## src/rtl/pps_pkg.sv

```systemverilog
// Types and constants of the position PID step block.
package pps_pkg;

  localparam int POS_W     = 24;
  localparam int ERR_W     = POS_W + 1;
  localparam int DER_W     = ERR_W + 1;
  localparam int GAIN_W    = 16;
  localparam int GAIN_FRAC = 8;
  localparam int PWR_W     = 32;
  localparam int INTO_W    = 16;
  localparam int CFG_W     = 24;
  localparam int CFG_IDX_W = 3;
  // Holds the sum of the three gain products for every supported fraction width.
  localparam int SUM_W     = 44;

  localparam logic [CFG_IDX_W-1:0] REG_TARGET = 3'd0;
  localparam logic [CFG_IDX_W-1:0] REG_DIR    = 3'd1;
  localparam logic [CFG_IDX_W-1:0] REG_KP     = 3'd2;
  localparam logic [CFG_IDX_W-1:0] REG_KI     = 3'd3;
  localparam logic [CFG_IDX_W-1:0] REG_KD     = 3'd4;

  localparam logic [GAIN_W-1:0] KP_RESET = 16'd1280;

  typedef struct packed {
    logic signed [POS_W-1:0] measured_position;
    logic                    first_sample;
  } in_t;

  typedef struct packed {
    logic signed [PWR_W-1:0]  drive_power;
    logic                     power_saturated;
    logic signed [INTO_W-1:0] integral_value;
  } out_t;

endpackage

```

## src/rtl/pps_terms.sv

```systemverilog
// Error, integral reset and clamp rules, and derivative for one sample.
module pps_terms import pps_pkg::*; #(
  parameter int FRACTION_BITS = 8
) (
  input  logic signed [POS_W-1:0]           target,
  input  logic                              dir_pos,
  input  logic signed [POS_W-1:0]           meas,
  input  logic                              first,
  input  logic signed [FRACTION_BITS+7:0]   acc,
  input  logic signed [ERR_W-1:0]           prev,
  output logic signed [ERR_W-1:0]           err,
  output logic signed [FRACTION_BITS+7:0]   integ,
  output logic signed [DER_W-1:0]           deriv
);

  localparam int INT_W  = FRACTION_BITS + 8;
  localparam int SUMI_W = ((INT_W > ERR_W) ? INT_W : ERR_W) + 1;
  localparam logic signed [SUMI_W-1:0] LIMIT = SUMI_W'(100) << FRACTION_BITS;

  logic signed [INT_W-1:0]  acc_eff;
  logic signed [ERR_W-1:0]  prev_eff;
  logic signed [SUMI_W-1:0] err_x;
  logic signed [SUMI_W-1:0] sumi;
  logic signed [SUMI_W-1:0] integ_x;
  logic                     zero_it;

  assign err      = ERR_W'(target) - ERR_W'(meas);
  // A new move starts from a clean integral and a zero derivative.
  assign acc_eff  = first ? '0 : acc;
  assign prev_eff = first ? err : prev;
  assign err_x    = SUMI_W'(err);
  assign sumi     = SUMI_W'(acc_eff) + err_x;
  assign deriv    = DER_W'(err) - DER_W'(prev_eff);

  always_comb begin
    if (dir_pos) begin
      zero_it = (err_x <= 0) || (err_x >= LIMIT);
    end else begin
      zero_it = (err_x >= 0) || (err_x <= -LIMIT);
    end
    if (zero_it) begin
      integ_x = '0;
    end else if (dir_pos && (sumi > LIMIT)) begin
      integ_x = LIMIT;
    end else if (!dir_pos && (sumi < -LIMIT)) begin
      integ_x = -LIMIT;
    end else begin
      integ_x = sumi;
    end
  end

  // The clamped integral always fits within the stored width.
  assign integ = integ_x[INT_W-1:0];

endmodule

```

## src/rtl/pps_power.sv

```systemverilog
// Sum of the gain products, floor shift, saturation and result word assembly.
module pps_power import pps_pkg::*; #(
  parameter int INT_W = 16
) (
  input  logic signed [ERR_W+GAIN_W:0] prod_e,
  input  logic signed [INT_W+GAIN_W:0] prod_i,
  input  logic signed [DER_W+GAIN_W:0] prod_d,
  input  logic signed [INT_W-1:0]      integ,
  output out_t                         result
);

  localparam int IXW = (INT_W > INTO_W) ? INT_W : INTO_W;
  localparam logic signed [SUM_W-1:0] PMAX = SUM_W'(32'h7fff_ffff);
  localparam logic signed [SUM_W-1:0] PMIN = -PMAX - SUM_W'(1);

  logic signed [SUM_W-1:0] sum;
  logic signed [SUM_W-1:0] shifted;
  logic signed [IXW-1:0]   integ_x;

  assign sum     = SUM_W'(prod_e) + SUM_W'(prod_i) + SUM_W'(prod_d);
  // Arithmetic shift rounds toward minus infinity.
  assign shifted = sum >>> GAIN_FRAC;
  assign integ_x = IXW'(integ);

  always_comb begin
    result.integral_value = integ_x[INTO_W-1:0];
    if (shifted > PMAX) begin
      result.drive_power     = PMAX[PWR_W-1:0];
      result.power_saturated = 1'b1;
    end else if (shifted < PMIN) begin
      result.drive_power     = PMIN[PWR_W-1:0];
      result.power_saturated = 1'b1;
    end else begin
      result.drive_power     = shifted[PWR_W-1:0];
      result.power_saturated = 1'b0;
    end
  end

endmodule

```

## src/rtl/pid_position_step_top.sv

```systemverilog
// Top level of the position PID step block: config registers, state and pipeline.
//
//   Channel   Direction  Handshake            Word
//   cfg       in         cfg_we               cfg_index, cfg_data
//   in        in         in_valid, in_ready   in_word (in_t)
//   out       out        out_valid, out_ready out_word (out_t)
//
// One word is taken per cycle while in_ready is high; its result leaves through the stages below.
// The stages are input register, term register (error, integral, derivative),
// product register (one multiplier per gain) and result register.
// Integral and previous error update as a word leaves the input register.
// A stalled output backs up stage by stage; empty stages keep taking words.
// Synchronous reset empties the pipeline and restores registers and state.
module pid_position_step_top import pps_pkg::*; #(
  parameter int FRACTION_BITS = 8
) (
  input  logic                 clk,
  input  logic                 rst,
  input  logic                 cfg_we,
  input  logic [CFG_IDX_W-1:0] cfg_index,
  input  logic [CFG_W-1:0]     cfg_data,
  input  logic                 in_valid,
  output logic                 in_ready,
  input  in_t                  in_word,
  output logic                 out_valid,
  input  logic                 out_ready,
  output out_t                 out_word
);

  localparam int INT_W = FRACTION_BITS + 8;
  localparam int PE_W  = ERR_W + GAIN_W + 1;
  localparam int PI_W  = INT_W + GAIN_W + 1;
  localparam int PD_W  = DER_W + GAIN_W + 1;

  // Configuration registers.
  logic signed [POS_W-1:0] target;
  logic                    dir_pos;
  logic [GAIN_W-1:0]       kp;
  logic [GAIN_W-1:0]       ki;
  logic [GAIN_W-1:0]       kd;

  // Controller state.
  logic signed [INT_W-1:0] acc;
  logic signed [ERR_W-1:0] prev;

  // Pipeline registers.
  logic                    v1, v2, v3;
  in_t                     s1;
  logic signed [ERR_W-1:0] s2_err;
  logic signed [INT_W-1:0] s2_int;
  logic signed [DER_W-1:0] s2_der;
  logic signed [PE_W-1:0]  s3_pe;
  logic signed [PI_W-1:0]  s3_pi;
  logic signed [PD_W-1:0]  s3_pd;
  logic signed [INT_W-1:0] s3_int;

  logic free_o, free3, free2, free1;

  logic signed [ERR_W-1:0] err_next;
  logic signed [INT_W-1:0] int_next;
  logic signed [DER_W-1:0] der_next;
  out_t                    result;

  assign free_o   = !out_valid || out_ready;
  assign free3    = !v3 || free_o;
  assign free2    = !v2 || free3;
  assign free1    = !v1 || free2;
  assign in_ready = free1;

  always_ff @(posedge clk) begin
    if (rst) begin
      target  <= '0;
      dir_pos <= 1'b1;
      kp      <= KP_RESET;
      ki      <= '0;
      kd      <= '0;
    end else if (cfg_we) begin
      case (cfg_index)
        REG_TARGET: target  <= cfg_data[POS_W-1:0];
        REG_DIR:    dir_pos <= cfg_data[0];
        REG_KP:     kp      <= cfg_data[GAIN_W-1:0];
        REG_KI:     ki      <= cfg_data[GAIN_W-1:0];
        REG_KD:     kd      <= cfg_data[GAIN_W-1:0];
        default:    ;
      endcase
    end
  end

  pps_terms #(
    .FRACTION_BITS(FRACTION_BITS)
  ) u_terms (
    .target (target),
    .dir_pos(dir_pos),
    .meas   (s1.measured_position),
    .first  (s1.first_sample),
    .acc    (acc),
    .prev   (prev),
    .err    (err_next),
    .integ  (int_next),
    .deriv  (der_next)
  );

  always_ff @(posedge clk) begin
    if (rst) begin
      v1        <= 1'b0;
      v2        <= 1'b0;
      v3        <= 1'b0;
      out_valid <= 1'b0;
      acc       <= '0;
      prev      <= '0;
    end else begin
      if (free1) begin
        v1 <= in_valid;
      end
      if (free2) begin
        v2 <= v1;
        if (v1) begin
          acc  <= int_next;
          prev <= err_next;
        end
      end
      if (free3) begin
        v3 <= v2;
      end
      if (free_o) begin
        out_valid <= v3;
      end
    end
  end

  always_ff @(posedge clk) begin
    if (free1 && in_valid) begin
      s1 <= in_word;
    end
    if (free2 && v1) begin
      s2_err <= err_next;
      s2_int <= int_next;
      s2_der <= der_next;
    end
    if (free3 && v2) begin
      s3_pe  <= s2_err * $signed({1'b0, kp});
      s3_pi  <= s2_int * $signed({1'b0, ki});
      s3_pd  <= s2_der * $signed({1'b0, kd});
      s3_int <= s2_int;
    end
    if (free_o && v3) begin
      out_word <= result;
    end
  end

  pps_power #(
    .INT_W(INT_W)
  ) u_power (
    .prod_e(s3_pe),
    .prod_i(s3_pi),
    .prod_d(s3_pd),
    .integ (s3_int),
    .result(result)
  );

endmodule

```

## config.mk

```make
export PLATFORM = sky130hd
export DESIGN_NAME = pid_position_step_top
export DESIGN_NICKNAME = d
export VERILOG_FILES = /design/src/rtl/pps_pkg.sv /design/src/rtl/pps_terms.sv /design/src/rtl/pps_power.sv /design/src/rtl/pid_position_step_top.sv
export SDC_FILE = /design/constraint.sdc
export NUM_CORES = 2
export LEC_CHECK = 0
export BUFFER_PORTS_ARGS = -buffer_cell sky130_fd_sc_hd__buf_2
export CORE_UTILIZATION = 25
export DETAILED_ROUTE_END_ITERATION = 8
export GPL_ROUTABILITY_DRIVEN = 1
export PLACE_DENSITY = 0.49
export SLEW_MARGIN = 20
export SYNTH_ARGS = -nofsm -noshare
export SYNTH_HDL_FRONTEND = slang
export SYNTH_SLANG_ARGS = --single-unit
```

## constraint.sdc

```tcl
create_clock -name clk -period 13.2 [get_ports clk]
set_clock_uncertainty 0.05 [all_clocks]
set_input_delay 2.64 -clock clk [delete_from_list [all_inputs] [get_ports clk]]
set_output_delay 2.64 -clock clk [all_outputs]
set_load 0.005 [all_outputs]
```

==> impl_results.html <==
<table>
<tr><th>Metric</th><th>Value</th></tr>
<tr><th colspan="2">Outcome</th></tr>
<tr><td>Run status</td><td>finished, final reports clean</td></tr>
<tr><th colspan="2">Synthesis</th></tr>
<tr><td>Yosys top cell area share</td><td>a little over a third</td></tr>
<tr><td>Synthesized area</td><td>0.0578 mm2</td></tr>
<tr><td>Predominant post-synthesis flop cell</td><td>sky130_fd_sc_hd__edfxtp_1</td></tr>
<tr><td>Synth Register Bits</td><td>393</td></tr>
<tr><td>Cell variety after synth</td><td>90</td></tr>
<tr><td>Dominant cells by area after synthesis</td><td>sky130_fd_sc_hd__fa_1 36%, sky130_fd_sc_hd__edfxtp_1 14%, sky130_fd_sc_hd__ha_1 9.5%</td></tr>
<tr><td>Number of synthesized flops with an enable pin</td><td>275</td></tr>
<tr><td>Share of the yosys chip area belonging to registers</td><td>~18%</td></tr>
<tr><td>Number of nets produced by synthesis</td><td>7,687</td></tr>
<tr><td>Post-synthesis cell type with the largest combined area</td><td>sky130_fd_sc_hd__fa_1</td></tr>
<tr><td>Proportion of synthesized flip-flops having asynchronous set or reset</td><td>0%</td></tr>
<tr><td>Top cell types by occurrence after synthesis</td><td>1,334 x sky130_fd_sc_hd__inv_1, 1,035 x sky130_fd_sc_hd__fa_1, 954 x sky130_fd_sc_hd__nand2_1</td></tr>
<tr><td>Count leader, synth</td><td>sky130_fd_sc_hd__inv_1</td></tr>
<tr><td>Mean instance size in the synthesized netlist</td><td>between 9 and 10 um2</td></tr>
<tr><td>Yosys warning count</td><td>0</td></tr>
<tr><td>Cell count after synthesis</td><td>6,158</td></tr>
<tr><th colspan="2">Timing</th></tr>
<tr><td>Transition time at the pin with the least slew margin</td><td>around 1100 ps</td></tr>
<tr><td>Worst rel slew slack</td><td>28.3%</td></tr>
<tr><td>Setup_tns</td><td>0 ps</td></tr>
<tr><td>Number of pins with negative max-slew slack in the final report</td><td>0</td></tr>
<tr><td>PnR worst setup slack</td><td>4990 ps</td></tr>
<tr><td>Final setup vio count</td><td>0</td></tr>
<tr><td>Setup repair after global routing missed its margin</td><td>no</td></tr>
<tr><td>Final period utilization</td><td>62.2%</td></tr>
<tr><td>Final Hold Fails</td><td>0</td></tr>
<tr><td>Min Tclk post-route</td><td>8210 ps</td></tr>
<tr><td>Post-route worst hold slack</td><td>between 300 and 400 ps</td></tr>
<tr><td>Maximum frequency from static timing analysis</td><td>around 120 MHz</td></tr>
<tr><th colspan="2">Final layout</th></tr>
<tr><td>Post-synthesis to final-layout area growth</td><td>9.74%</td></tr>
<tr><td>Area of the multi-input gates</td><td>0.0413 mm2</td></tr>
<tr><td>End-of-flow core utilization</td><td>between 20% and 30%</td></tr>
<tr><td>Register Area</td><td>about 0.011 mm2</td></tr>
<tr><td># nets final</td><td>7,682</td></tr>
<tr><td>Diode count</td><td>0</td></tr>
<tr><td>Layout cell share with drive strength beyond 1</td><td>5.25%</td></tr>
<tr><td>Filler Cell Count</td><td>around 25,000</td></tr>
<tr><td>Post-route standard cell area excluding fillers</td><td>0.0634 mm2</td></tr>
<tr><td>Final cell count without fillers</td><td>a little over 9,000</td></tr>
<tr><th colspan="2">Clock tree</th></tr>
<tr><td>Clock transition at path regs</td><td>60 ps</td></tr>
<tr><td>Worst-case clock buffer depth</td><td>3</td></tr>
<tr><td>CTS tree</td><td>done</td></tr>
<tr><td>Clock buffers created by TritonCTS</td><td>47</td></tr>
<tr><td>CTS Sinks</td><td>393</td></tr>
<tr><td>H-Tree Level Count</td><td>2</td></tr>
<tr><td>Post-CTS Repair Setup Buffers</td><td>0</td></tr>
<tr><td>CTS resizes</td><td>0</td></tr>
<tr><td>Quantity of hold-fixing buffers added after cts</td><td>0</td></tr>
<tr><td>Clk Latency, worst-skew pair</td><td>between 600 and 700 ps</td></tr>
<tr><td>Library cell used as clock root buffer</td><td>sky130_fd_sc_hd__clkbuf_16</td></tr>
<tr><th colspan="2">Detailed routing</th></tr>
<tr><td>First-iteration detailed-routing DRC count</td><td>2,495</td></tr>
<tr><td>Drt via density</td><td>4.44</td></tr>
<tr><td>DR DRC count</td><td>0</td></tr>
<tr><td>Overall routed net length</td><td>164,000 um</td></tr>
<tr><td>Number of search-and-repair iterations in the first detailed-routing pass</td><td>5</td></tr>
<tr><td>Vias after detailed routing</td><td>40,953</td></tr>
<tr><td>Remaining antenna violation count</td><td>0</td></tr>
<tr><td>Wire length per cell</td><td>17.8 um</td></tr>
<tr><th colspan="2">Global route</th></tr>
<tr><td>Antenna violations before repair</td><td>11</td></tr>
<tr><td>Largest net degree at the start of global routing</td><td>75</td></tr>
<tr><td>Global-route wire length before repair</td><td>258,000 um</td></tr>
<tr><td>Vias in the first global route</td><td>around 43,000</td></tr>
<tr><td>Residual overflow from global routing</td><td>0</td></tr>
<tr><td>Total global-route track usage</td><td>14.4%</td></tr>
<tr><th colspan="2">Worst setup path</th></tr>
<tr><td>Critical-path cell with the highest stage delay</td><td>sky130_fd_sc_hd__edfxtp_1</td></tr>
<tr><td>Critical path cell sequence</td><td>nand2_1 -&gt; fa_1 -&gt; fa_1 -&gt; fa_1 -&gt; inv_1 -&gt; fa_1 -&gt; fa_1 -&gt; inv_1 -&gt; fa_1 -&gt; inv_1 -&gt; ha_1 -&gt; a21o_1 -&gt; a21o_1 -&gt; a21o_1 -&gt; a21oi_1 -&gt; nor2b_1 -&gt; o21ai_0 -&gt; nand2b_1 -&gt; a211oi_1 -&gt; o21ai_0 -&gt; a21oi_1 -&gt; o21ai_0 -&gt; a2111oi_0 -&gt; xnor2_1</td></tr>
<tr><td>Type of element launching the critical path</td><td>register</td></tr>
<tr><td>Critical Path Sink Type</td><td>register</td></tr>
<tr><td>Cell with the most instances on the worst path</td><td>sky130_fd_sc_hd__fa_1</td></tr>
<tr><td>Crit Path Category</td><td>reg2reg</td></tr>
<tr><td>Worst-path maximum fanout</td><td>16</td></tr>
<tr><td>Critical Path AT</td><td>8540 ps</td></tr>
<tr><td>Required time of the critical path</td><td>13,520 ps</td></tr>
<tr><td>Delay of the slowest critical-path stage</td><td>870 ps</td></tr>
<tr><td>Register-to-Register Path Depth</td><td>24</td></tr>
<tr><th colspan="2">Min path</th></tr>
<tr><td>Path category of the worst min-delay check</td><td>reg2reg</td></tr>
<tr><td>Hold depth</td><td>0</td></tr>
<tr><th colspan="2">Floorplan</th></tr>
<tr><td>Io pins</td><td>108</td></tr>
<tr><td>Die height</td><td>approximately 480 um</td></tr>
<tr><td>Die boundary width</td><td>between 400 and 500 um</td></tr>
<tr><td>Core region area</td><td>0.230 mm2</td></tr>
<tr><td>Std cell rows</td><td>176</td></tr>
<tr><td>Initial Utilization</td><td>25.1%</td></tr>
<tr><td>Area of the die</td><td>between 0.2 and 0.25 mm2</td></tr>
<tr><th colspan="2">Power</th></tr>
<tr><td>Maximum vdd drop</td><td>85.7 uV</td></tr>
<tr><td>Cell area power density</td><td>86.2 mW/mm2</td></tr>
<tr><td>Leakage power total</td><td>29.6 nW</td></tr>
<tr><td>Overall power</td><td>5.47 mW</td></tr>
<tr><th colspan="2">Run</th></tr>
<tr><td>Max-Cap Viols</td><td>0</td></tr>
<tr><th colspan="2">Placement</th></tr>
<tr><td>Placed instance area</td><td>about 0.062 mm2</td></tr>
<tr><td>Half-perimeter wire length after placement</td><td>approximately 130,000 um</td></tr>
<tr><td>Worst-case setup slack after placement</td><td>4610 ps</td></tr>
<tr><td>Instance count after placement with tap cells included</td><td>9,130</td></tr>
<tr><td>Port-buffer cells</td><td>107</td></tr>
<tr><td>GPL Wtd Cong</td><td>0.886</td></tr>
</table>
area by class of cell:
| class | instances | area share, % |
|---|---|---|
| clock buffers | 54 | 1.98 |
| clock inverters | 33 | 0.616 |
| inverters | 1337 | 7.91 |
| multi-input cells | 4199 | 65.1 |
| flip-flops and latches | 393 | 16.8 |
| well taps | 3026 | 5.97 |
| repair buffers | 175 | 1.65 |
worst paths after layout:
check | from | endpoint | slack (ps)
worst min-delay path | s3_int[7] | out_word[7] | 370
worst max-delay path | s2_err[16] | s3_pe[40] | 4990
worst min register to register | s3_int[7] | out_word[7] | 370
worst max register to register | s2_err[16] | s3_pe[40] | 4990
where the power goes:
part	switching [mW]	total, mW	internal [mW]	leakage [nW]
clock network	0.622	1.40	0.779	0.794
registers	0.168	1.67	1.50	3.49
logic	1.47	2.40	0.930	25.3
routing by layer:
| layer | share of wire, % | wire, um | GRT usage, % |
|---|---|---|---|
| met5 | 0.0079 | 13 | 0 |
| met4 | 3.3 | 5460 | 4.12 |
| met3 | 4.6 | 7580 | 1.71 |
| met2 | 47 | 77100 | 24.1 |
| met1 | 45 | 74100 | 19.5 |
cell families after synthesis:
logic type      share of synthesized area [%]
xor+xnor                                 2.97
flops                                    18.4
mux                                     0.262
compound gates                           7.91
simple gates                             14.8
buf+inv                                  10.3
fa+ha+maj                                45.4
cells in the final DEF, fill, tap and decap left out, drive strengths merged, types with 23 or more instances in the layout:
cell type,count
a211oi,24
a21o,119
a21oi,265
and2,408
buf,175
clkbuf,54
dfxtp,118
edfxtp,275
fa,1035
ha,437
inv,1343
nand2,954
nand2b,47
nand3,47
nor2,154
nor2b,56
nor3,32
o21ai,100
or3,23
xnor2,141
xor2,55
critical path: cells and delay by family, from the launching register on:
kind / cells / cell delay [ps]
XOR/XNOR: 1 / 120
adder cells (fa/ha/maj): 7 / 3390
AO/OA/AOI/OAI: 10 / 3030
flip-flops: 1 / 870
buffers and inverters: 3 / 150
AND/OR/NAND/NOR: 3 / 310
state kept, by name (all words and copies together) (netlist names):
signal	count
acc	16
dir_pos	1
kd	16
ki	16
kp	16
out_valid	1
out_word	49
prev	25
s1	25
s2_der	26
s2_err	25
s2_int	16
s3_int	16
s3_pd	43
s3_pe	42
s3_pi	33
target	24
v1	1
v2	1
v3	1
Power figures use the tool's default switching activity.
